File: config.mk
export PLATFORM = sky130hd
export DESIGN_NAME = mlcd_front
export DESIGN_NICKNAME = d
export VERILOG_FILES = /design/src/hw/rtl/mlcd_pkg.sv /design/src/hw/rtl/mlcd_front.sv
export SDC_FILE = /design/constraint.sdc
export NUM_CORES = 1
export LEC_CHECK = 0
export ABC_AREA = 1
export BUFFER_PORTS_ARGS = -buffer_cell sky130_fd_sc_hd__buf_4
export CORE_MARGIN = 2
export CORE_UTILIZATION = 43
export DETAILED_ROUTE_END_ITERATION = 6
export PLACE_DENSITY = 0.9
export SLEW_MARGIN = 40
export SYNTH_ARGS = -nofsm -noshare
export SYNTH_HDL_FRONTEND = slang
export SYNTH_SLANG_ARGS = --single-unit
export TNS_END_PERCENT = 30
File: constraint.sdc
create_clock -name aclk -period 5.2 [get_ports aclk]
set_clock_uncertainty 0.15 [all_clocks]
set_input_delay 1.04 -clock aclk [delete_from_list [all_inputs] [get_ports aclk]]
set_output_delay 1.04 -clock aclk [all_outputs]
set_load 0.05 [all_outputs]
File: src/hw/rtl/mlcd_pkg.sv
// mlcd_pkg: shared types, codes and helpers for the memory lcd line controller
// no dependencies; used by every module of the block but mlcd_ram
`timescale 1ns / 1ps

package mlcd_pkg;

    // item kinds on the input channel
    localparam logic [2:0] KIND_DRAW         = 3'd0;
    localparam logic [2:0] KIND_DRAW_REFRESH = 3'd1;
    localparam logic [2:0] KIND_REFRESH      = 3'd2;
    localparam logic [2:0] KIND_CLEAR        = 3'd3;
    localparam logic [2:0] KIND_READ         = 3'd4;
    localparam logic [2:0] KIND_WRITE        = 3'd5;

    // panel link bytes
    localparam logic [7:0] CMD_UPDATE = 8'h80;
    localparam logic [7:0] CMD_CLEAR  = 8'h20;
    localparam logic [7:0] VCOM_FLAG  = 8'h40;
    localparam logic [7:0] BYTE_ZERO  = 8'h00;
    localparam logic [7:0] BYTE_WHITE = 8'hff;

    // store addresses, wide enough for 255 lines of 128 bytes
    localparam int CMD_ADDR_W = 15;

    typedef struct packed {
        logic [2:0] kind;
        logic [8:0] pixel_x;
        logic [7:0] pixel_y;
        logic       draw_black;
        logic [5:0] byte_column;
        logic [7:0] byte_value;
    } in_item_t;

    typedef struct packed {
        logic [7:0] out_byte;
        logic       is_pixel_answer;
        logic       pixel_white;
        logic       last;
    } out_item_t;

    typedef enum logic [2:0] {
        OP_DRAW,
        OP_DRAW_REFRESH,
        OP_REFRESH,
        OP_CLEAR,
        OP_READ,
        OP_READ_WHITE,
        OP_WRITE
    } op_t;

    typedef struct packed {
        op_t                   op;
        logic [CMD_ADDR_W-1:0] addr;
        logic [CMD_ADDR_W-1:0] base;
        logic [7:0]            mask;
        logic                  black;
        logic [7:0]            value;
        logic [7:0]            line_code;
    } cmd_t;

    typedef struct packed {
        logic init_busy;
    } status_t;

    typedef enum logic [3:0] {
        ST_FILL,
        ST_IDLE,
        ST_DRAW_RD,
        ST_DRAW_WR,
        ST_HDR,
        ST_LINE_NO,
        ST_DATA,
        ST_TRAIL0,
        ST_TRAIL1,
        ST_CLR_CMD,
        ST_CLR_ZERO,
        ST_READ,
        ST_WRITE
    } back_state_t;

    function automatic logic [7:0] reverse8(input logic [7:0] v);
        logic [7:0] r;
        for (int i = 0; i < 8; i++) begin
            r[7-i] = v[i];
        end
        return r;
    endfunction

endpackage

File: src/hw/rtl/mlcd_front.sv
// mlcd_front: accepts input items, checks ranges, mirrors coordinates and builds commands
// depends on mlcd_pkg
`timescale 1ns / 1ps

module mlcd_front #(
    parameter int PIXELS_PER_LINE = 400,
    parameter int LINE_COUNT      = 240
) (
    input  logic              aclk,
    input  logic              aresetn,
    input  logic              cfg_wr_en,
    input  logic              cfg_wr_data,
    input  logic              s_valid,
    output logic              s_ready,
    input  mlcd_pkg::in_item_t s_item,
    output logic              q_valid,
    input  logic              q_ready,
    output mlcd_pkg::cmd_t    q_cmd,
    input  mlcd_pkg::status_t status
);

    localparam int BPL = (PIXELS_PER_LINE + 7) / 8;
    localparam logic [10:0] PPL_C  = 11'(PIXELS_PER_LINE);
    localparam logic [7:0]  LINE_C = 8'(LINE_COUNT);
    localparam logic [7:0]  BPL_C  = 8'(BPL);

    logic        mirror_reg;
    logic        mirror_next;
    logic [10:0] x_ext;
    logic [10:0] x_phys;
    logic [7:0]  y_phys;
    logic        x_ok;
    logic        y_ok;
    logic        col_ok;
    logic        is_write;
    logic [7:0]  mul_y;
    logic [7:0]  col_sel;
    logic [mlcd_pkg::CMD_ADDR_W-1:0] base;
    logic        keep;
    mlcd_pkg::op_t op;

    assign mirror_next = cfg_wr_en ? cfg_wr_data : mirror_reg;

    always_ff @(posedge aclk) begin
        if (!aresetn) begin
            mirror_reg <= 1'b1;
        end else begin
            mirror_reg <= mirror_next;
        end
    end

    always_comb begin
        x_ext    = {2'b00, s_item.pixel_x};
        x_ok     = x_ext < PPL_C;
        y_ok     = s_item.pixel_y < LINE_C;
        col_ok   = {2'b00, s_item.byte_column} < BPL_C;
        x_phys   = mirror_reg ? (PPL_C - 11'd1 - x_ext) : x_ext;
        y_phys   = mirror_reg ? (LINE_C - 8'd1 - s_item.pixel_y) : s_item.pixel_y;
        is_write = s_item.kind == mlcd_pkg::KIND_WRITE;
        mul_y    = is_write ? s_item.pixel_y : y_phys;
        col_sel  = is_write ? {2'b00, s_item.byte_column} : x_phys[10:3];
        base     = mlcd_pkg::CMD_ADDR_W'(mul_y) * mlcd_pkg::CMD_ADDR_W'(BPL);
    end

    always_comb begin
        keep = 1'b0;
        op   = mlcd_pkg::OP_DRAW;
        case (s_item.kind)
            mlcd_pkg::KIND_DRAW: begin
                keep = x_ok && y_ok;
                op   = mlcd_pkg::OP_DRAW;
            end
            mlcd_pkg::KIND_DRAW_REFRESH: begin
                keep = x_ok && y_ok;
                op   = mlcd_pkg::OP_DRAW_REFRESH;
            end
            mlcd_pkg::KIND_REFRESH: begin
                keep = y_ok;
                op   = mlcd_pkg::OP_REFRESH;
            end
            mlcd_pkg::KIND_CLEAR: begin
                keep = 1'b1;
                op   = mlcd_pkg::OP_CLEAR;
            end
            mlcd_pkg::KIND_READ: begin
                keep = 1'b1;
                op   = (x_ok && y_ok) ? mlcd_pkg::OP_READ : mlcd_pkg::OP_READ_WHITE;
            end
            mlcd_pkg::KIND_WRITE: begin
                keep = col_ok && y_ok;
                op   = mlcd_pkg::OP_WRITE;
            end
            default: begin
                keep = 1'b0;
                op   = mlcd_pkg::OP_DRAW;
            end
        endcase
    end

    assign s_ready = q_ready && !status.init_busy;
    assign q_valid = s_valid && s_ready && keep;

    always_comb begin
        q_cmd.op        = op;
        q_cmd.base      = base;
        q_cmd.addr      = base + mlcd_pkg::CMD_ADDR_W'(col_sel);
        q_cmd.mask      = 8'h80 >> x_phys[2:0];
        q_cmd.black     = s_item.draw_black;
        q_cmd.value     = s_item.byte_value;
        q_cmd.line_code = mlcd_pkg::reverse8(y_phys + 8'd1);
    end

endmodule

Word-level counts from Yosys, hierarchy flattened. Index checks and enable logic that the tools add are counted.

Register bits: 1. Input port bits: 42. Output and inout bits: 60. Logic and storage cells: 31.

Add/subtract/negate cells: 4. $mul: 1. Order comparisons: 3. Equality and inequality tests: 5. Shifts and indexed selects: 1. Mux-type cells: 7. Reductions and logical operators: 9.

Operators by type and width (count): $mux W8 (3); $add A14 B8 Y15 (1); $pmux W3 S5 (1); $mul A8 B5 Y13 const B (1); $mux W11 (1); $sub A9 B9 Y10 const A (1); $lt A9 B9 Y1 const B (1); $add A8 B1 Y8 const B (1); $lt A8 B8 Y1 const B (1); $shr A8 B3 Y8 const A (1); $sub A8 B8 Y8 const A (1); $eq A3 B2 Y1 const B (2); $eq A3 B3 Y1 const B (2); $lt A6 B6 Y1 const B (1); $logic_and A1 B1 Y1 (5); $pmux W1 S4 (1); $reduce_or A2 Y1 (2); $eq A3 B1 Y1 const B (1); $logic_not A3 Y1 (1); $logic_not A1 Y1 (1); $mux W1 (1).

Logic depth before layout (Yosys ltp).
Word-level depth: 5. Gate-level depth with buffers: 26. Gate-level depth less buffers: 25.

Least setup slack after synthesis. OpenSTA, ideal clock, no wires.

Path type: input to output. From: input port s_item[34] (netlist bit). To: output port q_cmd[50] (netlist bit). Arrival: 6637 ps. Data required time: 4010 ps. Slack: -2627 ps. Cell stages on the path: 20. Path buffers: 1. Cells stage by stage: inv_2 > nor2_2 > inv_2 > nor2_4 > inv_1 > buf_2 > o21ai_1 > inv_2 > nor2_1 > ha_1 > ha_1 > inv_1 > fa_1 > xnor2_1 > ha_1 > a21oi_1 > o21ai_0 > a21oi_1 > nor2_2 > xor2_1.

RTL lines: start: declaration (line mlcd_front.sv:15) `input mlcd_pkg::in_item_t s_item,`; end: declaration (line mlcd_front.sv:18) `output mlcd_pkg::cmd_t q_cmd,`.

==> results.cfg <==
[run_status]
status = complete, but fails checks
violations = setup timing

[setup_path]
critPathMaxFanout = 4
worstPathRequired_ns = 4.01
end_kind = primary output
worstSetupPathType = in -> out
crit_arrival_ns = 4.54
reg2reg_slack_ns = 3.82
start_kind = input pin

[timing]
setup_slack_ns = -0.535
finalCritPeriodShare = 1.10
fin_setup_tns_ns = -5.46
setup_viol = 18
max_clock_freq_mhz = 174
holdWs_ns = 0.856
drv_slew = 0
rsz0062_at_grt = yes
max_slew.worst_pin.slew_ns = 0.597
period_minus_slack_ns = 5.73
max-slew-margin-rel = 0.599
hold_violations = 0

[power_and_ir_drop]
p_per_area_mw_per_mm2 = 603
combPwrFrac = 0.996
switchingPower_mw = 1.40
vdd_ir_drop_max_mv = 0.577
seqPwrFrac = 0.004
p_clk_frac = 0
p_int_uw = 951
p_sw_frac = 0.595
p_leak_nw = 2.11

[placement]
portBuffers = 81
post-dp-hpwl_mm = 5.54
dp.cells = 525
place_area_mm2 = 0.00327
place_congestion = 0.965

[logic_synthesis]
ys_seq_elements = 1
synth_warnings = 0
synth-main-ff-cell = dfxtp_1
synth_area_mm2 = 0.00200
synth-edff-count = 0
syn-mean-instance-area_um2 = 5.83
synth_cell_types = 27
yosysSeqAreaShare = 0.0100
async_flop_share = 0
syn_inst = 343

[global_route]
antenna_found_initial = 0
grt_pass1_vias = 3166
grtUsageTotal = 0.322
grt_pass1_wl_mm = 13.5
grt_max_degree = 10
grt.overflow.total = 0

[route]
vias_per_cell = 5.52
wl_per_cell_um = 18.1
wl_mm = 9.97
drt_drc_violations_left = 0
drt-initial-drc-count = 261
num_vias = 3041
first_pass_iters = 5
drtAntennaViolNets = 0

[die]
die_y_um = 72.2
num_rows = 24
pin_count = 102
die-area_mm2 = 0.00521
die_w_um = 72.2
initial_utilization = 0.453
coreArea_mm2 = 0.00441

[finish]
largest_register_ffs = 1
fin_area_mm2 = 0.00389
mostFrequentLayoutCell = buf_4
n_antenna_cell = 0
fill_cells = 214
layout-drive-gt1-share = 0.539
area_growth_pct = 94.6
stdcell_count = 551
nets = 579
final_cell_mix = 151 x buf_4, 61 x nand2_1, 54 x inv_1

[clocking]
path_clk_slew_ns = 0
insertion_delay_ns = 0
ctsHoldBuffers = 0

[job]
maxCapViolations = 0

[hold_path]
hold_path.class = reg -> reg
==> critical path: stages <==
cell and delay [ns]:
buf_12 0.09, inv_12 0.03, nor2_4 0.11, inv_2 0.06, nor2_4 0.10, inv_2 0.06
or2_0 0.25, o21ai_2 0.11, buf_4 0.17, nor2_4 0.06, ha_4 0.25, ha_4 0.27
inv_2 0.04, fa_2 0.55, clkinvlp_4 0.12, ha_4 0.32, nand2_4 0.06, nor2_4 0.11
nand2_2 0.05, nand3_2 0.07, nand3_2 0.10, nand2_4 0.14, nand3_2 0.09, nand2_2 0.08
nand2_2 0.06, buf_8 0.15
==> timing repair <==
item,in CTS,in global routing
gates resized for setup,51,49
gates cloned,0,0
setup endpoints to repair,15,18
pin swaps,28,29
setup buffers,22,4
==> cell families (layout without fill, tap and decap cells) <==
| logic type | Yosys count | count (layout) | synth area share |
|---|---|---|---|
| compound gates | 34 | 34 | 0.0907 |
| other cells | 1 | 2 | 0.00188 |
| fa+ha+maj | 36 | 36 | 0.240 |
| buf+inv | 88 | 243 | 0.190 |
| xor+xnor | 34 | 34 | 0.156 |
| simple gates | 149 | 149 | 0.310 |
| flops | 1 | 1 | 0.0100 |
==> metrics by stage <==
stage / total power [mW] / setup WS (ns) / utilization
detailed placement: 1.87 / -0.616 / 0.741
CTS: 2.13 / -0.312 / 0.830
floorplan: 1.30 / -1.06 / -
finish: 2.35 / -0.535 / 0.882
global route: 2.46 / -0.657 / 0.882
global placement: 1.82 / -0.469 / 0.741
==> layout make-up <==
class	count	area (um^2)	area share
multi-input combinational	255	2120	0.546
timing repair buffer	171	1390	0.358
inverter	72	292	0.0749
tap	52	65.1	0.0167
sequential	1	20.0	0.00514
==> worst paths after layout <==
check | start | to | depth (start not counted)
setup / recovery | s_item[34] | q_cmd[53] | 26
hold / removal | mirror_reg | mirror_reg | 3
hold reg to reg | mirror_reg | mirror_reg | 3
setup reg to reg | mirror_reg | mirror_reg | 3
==> per-layer routing <==
layer | routed length, um | global-route usage | part of all wire
met1 | 3260 | 0.305 | 0.33
met2 | 5210 | 0.646 | 0.52
met3 | 712 | 0.0375 | 0.071
met4 | 784 | 0.191 | 0.079
met5 | 0 | 0 | 0
==> power groups by stage <==
stage / logic (mW) / registers, mW / clock network [mW]
2_1_floorplan: 1.29 / 0.00921 / 0
3_3_place_gp: 1.81 / 0.0101 / 0
3_5_place_dp: 1.86 / 0.0100 / 0
4_1_cts: 2.12 / 0.0101 / 0
5_1_grt: 2.45 / 0.0103 / 0
6_report: 2.34 / 0.0102 / 0
==> cell usage after synthesis, types with 3 or more instances <==
library cell | count | share of area
nor3_1 | 3 | 0.0075
fa_1 | 4 | 0.040
inv_2 | 8 | 0.015
o21ai_0 | 6 | 0.015
ha_1 | 32 | 0.20
a21oi_1 | 14 | 0.035
nand4_1 | 3 | 0.0094
xnor2_1 | 12 | 0.053
nor2_1 | 32 | 0.060
buf_4 | 12 | 0.045
xor2_1 | 20 | 0.088
nand3_1 | 16 | 0.040
o21ai_1 | 8 | 0.020
nand2_1 | 86 | 0.16
buf_2 | 4 | 0.010
inv_1 | 64 | 0.12
nor2_2 | 4 | 0.013
No activity file was read; power rests on OpenSTA's default activity.
