<file path="src/hw/rtl/mlcd_pkg.sv">
// mlcd_pkg: shared types, codes and helpers for the memory lcd line controller
// no dependencies; used by every module of the block but mlcd_ram
`timescale 1ns / 1ps

package mlcd_pkg;

    // item kinds on the input channel
    localparam logic [2:0] KIND_DRAW         = 3'd0;
    localparam logic [2:0] KIND_DRAW_REFRESH = 3'd1;
    localparam logic [2:0] KIND_REFRESH      = 3'd2;
    localparam logic [2:0] KIND_CLEAR        = 3'd3;
    localparam logic [2:0] KIND_READ         = 3'd4;
    localparam logic [2:0] KIND_WRITE        = 3'd5;

    // panel link bytes
    localparam logic [7:0] CMD_UPDATE = 8'h80;
    localparam logic [7:0] CMD_CLEAR  = 8'h20;
    localparam logic [7:0] VCOM_FLAG  = 8'h40;
    localparam logic [7:0] BYTE_ZERO  = 8'h00;
    localparam logic [7:0] BYTE_WHITE = 8'hff;

    // store addresses, wide enough for 255 lines of 128 bytes
    localparam int CMD_ADDR_W = 15;

    typedef struct packed {
        logic [2:0] kind;
        logic [8:0] pixel_x;
        logic [7:0] pixel_y;
        logic       draw_black;
        logic [5:0] byte_column;
        logic [7:0] byte_value;
    } in_item_t;

    typedef struct packed {
        logic [7:0] out_byte;
        logic       is_pixel_answer;
        logic       pixel_white;
        logic       last;
    } out_item_t;

    typedef enum logic [2:0] {
        OP_DRAW,
        OP_DRAW_REFRESH,
        OP_REFRESH,
        OP_CLEAR,
        OP_READ,
        OP_READ_WHITE,
        OP_WRITE
    } op_t;

    typedef struct packed {
        op_t                   op;
        logic [CMD_ADDR_W-1:0] addr;
        logic [CMD_ADDR_W-1:0] base;
        logic [7:0]            mask;
        logic                  black;
        logic [7:0]            value;
        logic [7:0]            line_code;
    } cmd_t;

    typedef struct packed {
        logic init_busy;
    } status_t;

    typedef enum logic [3:0] {
        ST_FILL,
        ST_IDLE,
        ST_DRAW_RD,
        ST_DRAW_WR,
        ST_HDR,
        ST_LINE_NO,
        ST_DATA,
        ST_TRAIL0,
        ST_TRAIL1,
        ST_CLR_CMD,
        ST_CLR_ZERO,
        ST_READ,
        ST_WRITE
    } back_state_t;

    function automatic logic [7:0] reverse8(input logic [7:0] v);
        logic [7:0] r;
        for (int i = 0; i < 8; i++) begin
            r[7-i] = v[i];
        end
        return r;
    endfunction

endpackage

</file>
<file path="src/hw/rtl/mlcd_cmd_queue.sv">
// mlcd_cmd_queue: two-entry command queue between the front and back parts
// depends on mlcd_pkg
`timescale 1ns / 1ps

module mlcd_cmd_queue (
    input  logic           aclk,
    input  logic           aresetn,
    input  logic           in_valid,
    output logic           in_ready,
    input  mlcd_pkg::cmd_t in_cmd,
    output logic           out_valid,
    input  logic           out_ready,
    output mlcd_pkg::cmd_t out_cmd
);

    mlcd_pkg::cmd_t slot_reg [2];
    logic       wr_ptr_reg;
    logic       wr_ptr_next;
    logic       rd_ptr_reg;
    logic       rd_ptr_next;
    logic [1:0] cnt_reg;
    logic [1:0] cnt_next;
    logic       push;
    logic       pop;

    assign in_ready  = cnt_reg != 2'd2;
    assign out_valid = cnt_reg != 2'd0;
    assign out_cmd   = slot_reg[rd_ptr_reg];
    assign push      = in_valid && in_ready;
    assign pop       = out_valid && out_ready;

    always_comb begin
        wr_ptr_next = push ? ~wr_ptr_reg : wr_ptr_reg;
        rd_ptr_next = pop ? ~rd_ptr_reg : rd_ptr_reg;
        cnt_next    = cnt_reg + 2'(push) - 2'(pop);
    end

    always_ff @(posedge aclk) begin
        if (!aresetn) begin
            wr_ptr_reg <= 1'b0;
            rd_ptr_reg <= 1'b0;
            cnt_reg    <= 2'd0;
        end else begin
            wr_ptr_reg <= wr_ptr_next;
            rd_ptr_reg <= rd_ptr_next;
            cnt_reg    <= cnt_next;
        end
    end

    always_ff @(posedge aclk) begin
        if (push) begin
            slot_reg[wr_ptr_reg] <= in_cmd;
        end
    end

endmodule

</file>
<file path="config.mk">
export PLATFORM = sky130hd
export DESIGN_NAME = mlcd_cmd_queue
export DESIGN_NICKNAME = d
export VERILOG_FILES = /design/src/hw/rtl/mlcd_pkg.sv /design/src/hw/rtl/mlcd_cmd_queue.sv
export SDC_FILE = /design/constraint.sdc
export NUM_CORES = 1
export LEC_CHECK = 0
export CAP_MARGIN = 25
export CORE_MARGIN = 1
export CORE_UTILIZATION = 45
export CTS_CLUSTER_DIAMETER = 120
export DETAILED_ROUTE_END_ITERATION = 12
export DONT_BUFFER_PORTS = 1
export RECOVER_POWER = 50
export SYNTH_ARGS = -nofsm -noshare
export SYNTH_HDL_FRONTEND = slang
export SYNTH_SLANG_ARGS = --single-unit
</file>
<file path="constraint.sdc">
create_clock -name aclk -period 5.5 [get_ports aclk]
set_input_delay 0.275 -clock aclk [delete_from_list [all_inputs] [get_ports aclk]]
set_output_delay 0.275 -clock aclk [all_outputs]
set_load 0.03 [all_outputs]
</file>
# Word level (Yosys, flattened, before mapping)
# Memories as Yosys holds them, arrays and structs flattened. A register that Yosys moved wholly into a read port is not among the register bits.
# Index checks and enable logic that the tools add are counted.
[word_totals]
register_bits = 4
ram_bits = 116
inputBits = 62
elab_cells = 16
n_memories = 1
[classes]
add_sub_neg = 2
eq_ne = 1
mux = 4
bitwise_logic = 2
reduce_logical = 3
[memory_table]
columns = ["memory", "words", "word_bits", "rd", "rd_ports_with_merged_regs", "write_ports", "line_no", "source"]
rows = [
  ["slot_reg", 2, 58, 1, 1, 1, "mlcd_cmd_queue.sv:16", "mlcd_pkg::cmd_t slot_reg [2];"],
]
[op_table]
columns = ["cell", "count"]
rows = [
  ["2-to-1 mux 1 bit", 4],
  ["adder 2 x 1 -> 2 bit", 1],
  ["logical AND 1 bit", 2],
  ["!= test 2 bit, second input constant", 1],
  ["inverter 1 bit", 2],
  ["nonzero test 2 bit", 1],
  ["subtractor 2 x 1 -> 2 bit", 1],
]

# Longest topological paths before layout
[depth]
depth_word = 4
mapped_depth = 8

# Worst setup path before layout
# No wires, ideal clock.
[synth_path]
path_type = "register -> register"
startpoint = "register cnt_reg[0]"
endpoint = "memory slot_reg[0][0] (netlist bit) (enable)"
setup_time_ns = 0.474
t_arrival_ns = 3.277
t_required_ns = 5.026
setup_slack_ns = 1.748
path_stages_with_launch = 4
n_path_buf = 0
synth_period_minus_slack_ns = 3.752
path_cell_list = "dfxtp_1 > nand2b_1 > nand2_1 > nor2_1"
[synth_via]
elab_chain_cells = 4
[synth_lines]
columns = ["element", "line_no", "source"]
rows = [
  ["from (decl)", "mlcd_cmd_queue.sv:21", "logic [1:0] cnt_reg;"],
  ["from (signal assigned)", "mlcd_cmd_queue.sv:46", "cnt_reg <= cnt_next;"],
  ["!= test 2 bit", "mlcd_cmd_queue.sv:26", "assign in_ready = cnt_reg != 2'd2;"],
  ["net in_ready", "mlcd_cmd_queue.sv:9", "output logic in_ready,"],
  ["logical AND 1 bit", "mlcd_cmd_queue.sv:29", "assign push = in_valid && in_ready;"],
  ["2-to-1 mux 1 bit", "mlcd_cmd_queue.sv:51", "if (push) begin"],
  ["2-to-1 mux 1 bit (not written as such)", "mlcd_cmd_queue.sv:52", "slot_reg[wr_ptr_reg] <= in_cmd;"],
  ["to (decl)", "mlcd_cmd_queue.sv:16", ""],
]
# The timed path passes the listed nets, and every way through them passes these cells.

# Final worst setup path
[layout_path]
startpoint = "register cnt_reg[0]"
endpoint = "memory slot_reg[0][6] (netlist bit) (enable)"
# The elaborated chain is that of the path after synthesis.

==> results.rst <==
.. list-table::
   :header-rows: 1

   * - Metric
     - Value
   * - Port Buffers
     - 0
   * - Worst-path cell with the longest stage delay
     - nor2_1
   * - Number of violations of the max-capacitance limit
     - 1
   * - Combinational share of power
     - 22.7%
   * - Portion of synthesized cell area occupied by the leading cell type
     - 77.5%
   * - Ys flop type
     - edfxtp_1
   * - Cell taking the most area after synthesis
     - edfxtp_1
   * - Count of pins over their slew limit
     - 26
   * - Clock tree from TritonCTS
     - done
   * - Final-layout setup total negative slack
     - 0 ns
   * - Fin. Hold Viols
     - 0
   * - Highest clock rate
     - 0.288 GHz
   * - Clock insertion delay at the later pin of the skew report
     - 0.50 ns
   * - Global placement routability congestion
     - 0.657
   * - Cell-internal power
     - 2.05 mW
   * - Stages on the worst setup path
     - 4
   * - Clock buffer depth
     - 2
   * - Cell with the most instances after synthesis
     - edfxtp_1
   * - Most common library cells after synthesis
     - edfxtp_1 (116), mux2_2 (38), mux2_4 (20)
   * - Number of distinct library cell variants in the gate-level netlist after synthesis
     - 18
   * - Share of total power consumed by net switching
     - 29.9%
   * - Register bit count reported by yosys
     - 121
   * - Routed wire length
     - 7040 um
   * - Worst hold-check slack
     - 0.00133 ns
   * - Starting Density
     - 46.2%
   * - Data required time at the worst endpoint
     - 5.64 ns
   * - Clock Skew
     - 0.00664 ns
   * - Mean Syn Cell Area
     - 22.0 sq um
   * - Maximum fanout along the worst path
     - 34
   * - Critical path buffer and inverter count
     - 1
   * - Leakage power figure
     - 1.99 nW
   * - Status
     - complete, but fails checks
   * - Antenna violations before repair
     - 0
   * - Data arrival time at the worst-slack endpoint
     - 3.61 ns
   * - Die boundary height
     - 102 um
   * - Switch Pwr
     - 0.874 mW
   * - Unrepaired setup endpoints after global routing
     - no
   * - Number of buffers created by CTS
     - 17
   * - Remaining global-route overflow
     - 0
   * - Proportion of synthesized chip area in sequential cells
     - 79.7%
   * - Category of the worst setup path launch point
     - register
   * - Failing checks
     - capacitance limit, slew limit
   * - Number of enable flip-flop cells after synthesis
     - 116
   * - Number of cell instances on the worst register-to-register path
     - 4
   * - Post-Synthesis Cell Area
     - 0.00449 sq mm
   * - VDD IR-drop max
     - 0.276 mV
   * - Yosys warning count
     - 0
   * - Chip Width
     - 102 um
   * - Kind of cell adding the most delay to the critical path
     - simple AND/OR/NAND/NOR gates
   * - Internal reg-to-reg setup slack
     - 2.03 ns
   * - Syn_nets
     - 268
   * - # nets final
     - 342
   * - Vias per cell
     - 4.91
   * - Synth-to-layout area growth
     - 28.4%
   * - Class of the worst hold path
     - primary input to register
   * - Maximum number of pins on one net before global-route repair
     - 59
   * - CTS clk-pin slew, worst paths
     - 0.05 ns
   * - Via total after detailed routing
     - 2082
   * - Worst R2R Start
     - cnt_reg[0]
   * - Number of DRC markers in iteration 0
     - 61
   * - Die Area
     - 0.0104 sq mm
   * - Type of element capturing the critical path
     - register
   * - Worst hold path endpoint
     - wr_ptr_reg
   * - Ports placed on the boundary
     - 122
   * - Floorplan core area
     - 0.00973 sq mm
   * - Final routed DRC violation total
     - 0
   * - Share of async-settable or async-resettable flops after synthesis
     - 0%
   * - Power per Cell Area
     - 506 mW/mm^2
   * - Number of diodes added for antenna fixing
     - 0
   * - Number of global-route vias before repair
     - 2099
   * - First-pass GRT wire length
     - 10300 um
   * - Kind of critical path
     - register to register
   * - Standard-cell row count
     - 36
   * - Terminus of the critical flop-to-flop path
     - slot_reg[0][6]
   * - Worst max-slew margin expressed relative to the limit
     - -38.2%
   * - Depth of the worst hold-timing path
     - 2
   * - H-tree Lvls
     - 4
   * - Sequential group share of total power
     - 43.0%
   * - Layout cells sized above 1
     - 30.6%
   * - Startpoint of the lowest-slack hold path
     - in_valid
   * - Gate count after technology mapping
     - 204
   * - Slowest cell delay on critical path
     - 1.54 ns
   * - Slew of the pin with the lowest slew margin
     - 2.06 ns
   * - Antenna viol nets, final
     - 0
   * - Detailed-route wire length per cell
     - 16.6 um
   * - Portion of total power attributed to the clock network
     - 34.4%
   * - Number of setup buffers added after CTS
     - 0
   * - Number of flip-flops under the largest register name
     - 116
   * - Clk Tree Root Cell
     - clkbuf_8
   * - 1st-pass router iterations
     - 4
   * - Setup violators final
     - 0
   * - Clock period minus worst slack
     - 3.47 ns
   * - Post-detailed-placement half-perimeter wirelength
     - 3960 um
   * - Crit path cell chain
     - nand2b_1 > nand2_1 > nor2_1 > buf_4
   * - Final worst path period share
     - 63.1%
   * - Clock sink count
     - 121
   * - Global Route Usage Sum
     - 14.2%
   * - Top cells by area in the synthesized netlist
     - edfxtp_1 (78%), mux2_2 (9.5%), mux2_4 (6.7%), dfxtp_1 (2.2%), buf_6 (0.75%)
worst register-to-register path, delay by kind of cell (launching register included):
kind / cells / cell delay [ns]
buf+inv: 1 / 0.65
flops: 1 / 0.36
simple gates: 3 / 2.08
cell families after synthesis:
kind of cell,after synthesis,synth area share [%]
flip-flops,121,79.7
multiplexers,59,16.4
AND/OR/NAND/NOR,11,1.36
buffers and inverters,7,1.17
XOR/XNOR,3,0.585
adder cells (fa/ha/maj),2,0.557
AO/OA/AOI/OAI,1,0.167
worst max path at each step:
stage	startpoint	endpoint	slack, ns
detailed placement	cnt_reg[0]	slot_reg[0][17]	2.99
global placement	cnt_reg[0]	slot_reg[0][17]	3.04
CTS	cnt_reg[0]	slot_reg[0][2]	2.97
floorplan	cnt_reg[0]	slot_reg[0][0]	1.75
finish	cnt_reg[0]	slot_reg[0][6]	2.03
global route	cnt_reg[0]	slot_reg[0][43]	1.68
cells in the final DEF, fill, tap and decap left out, drive strengths merged:
master | Yosys | routed
edfxtp | 116 | 116
dlygate4sd3 | 0 | 59
mux2 | 58 | 58
clkbuf | 0 | 23
dfxtp | 5 | 5
clkinv | 0 | 4
xnor2 | 3 | 3
clkinvlp | 0 | 3
nand2b | 2 | 2
nand2 | 2 | 2
nor2b | 2 | 2
ha | 2 | 2
bufinv | 0 | 2
buf | 6 | 2
and2 | 2 | 2
o21a | 1 | 1
or2 | 1 | 1
inv | 1 | 1
and3 | 1 | 1
nor2 | 1 | 1
mux2i | 1 | 1
power by group through the flow:
| stage | Sequential [mW] | Clock, mW | Combinational, mW |
|---|---|---|---|
| 2_1_floorplan | 1.21 | 0 | 0.632 |
| 3_3_place_gp | 1.27 | 0 | 0.632 |
| 3_5_place_dp | 1.28 | 0 | 0.635 |
| 4_1_cts | 1.26 | 1.03 | 0.676 |
| 5_1_grt | 1.27 | 1.07 | 0.697 |
| 6_report | 1.25 | 1.00 | 0.662 |
per-layer routing:
layer	vias up	global-route usage, %	share of wire [%]
met4	0	7.91	1.3
met5	-	0	0
met2	82	23.2	51
li1	951	-	-
met3	11	7.46	8.1
met1	1038	14.7	39
stage by stage:
stage / util, % / setup WS [ns] / cell area [sq um] / std cells / total power [mW]
CTS: 59.4 / 2.97 / 5780 / 424 / 2.96
detailed placement: 47.7 / 2.99 / 4640 / 333 / 1.91
floorplan: - / 1.75 / 4490 / 204 / 1.84
global placement: 47.7 / 3.04 / 4640 / 333 / 1.90
finish: 59.3 / 2.03 / 5770 / 424 / 2.92
global route: 59.3 / 1.68 / 5770 / 424 / 3.04
area by class of cell:
| cell class | count | area (sq um) |
|---|---|---|
| Sequential cell | 121 | 3590 |
| Fill cell | 768 | 3960 |
| Timing Repair Buffer | 61 | 606 |
| Multi-Input combinational cell | 76 | 860 |
| Tap cell | 133 | 166 |
| Inverter | 1 | 3.75 |
| Clock inverter | 9 | 103 |
| Clock buffer | 23 | 447 |
timing repair:
action                                 CTS  global route
hold buffers                            59             0
gates resized for setup                  0             0
endpoints found under the hold margin  121             0
(Power assumes the default switching activity.)
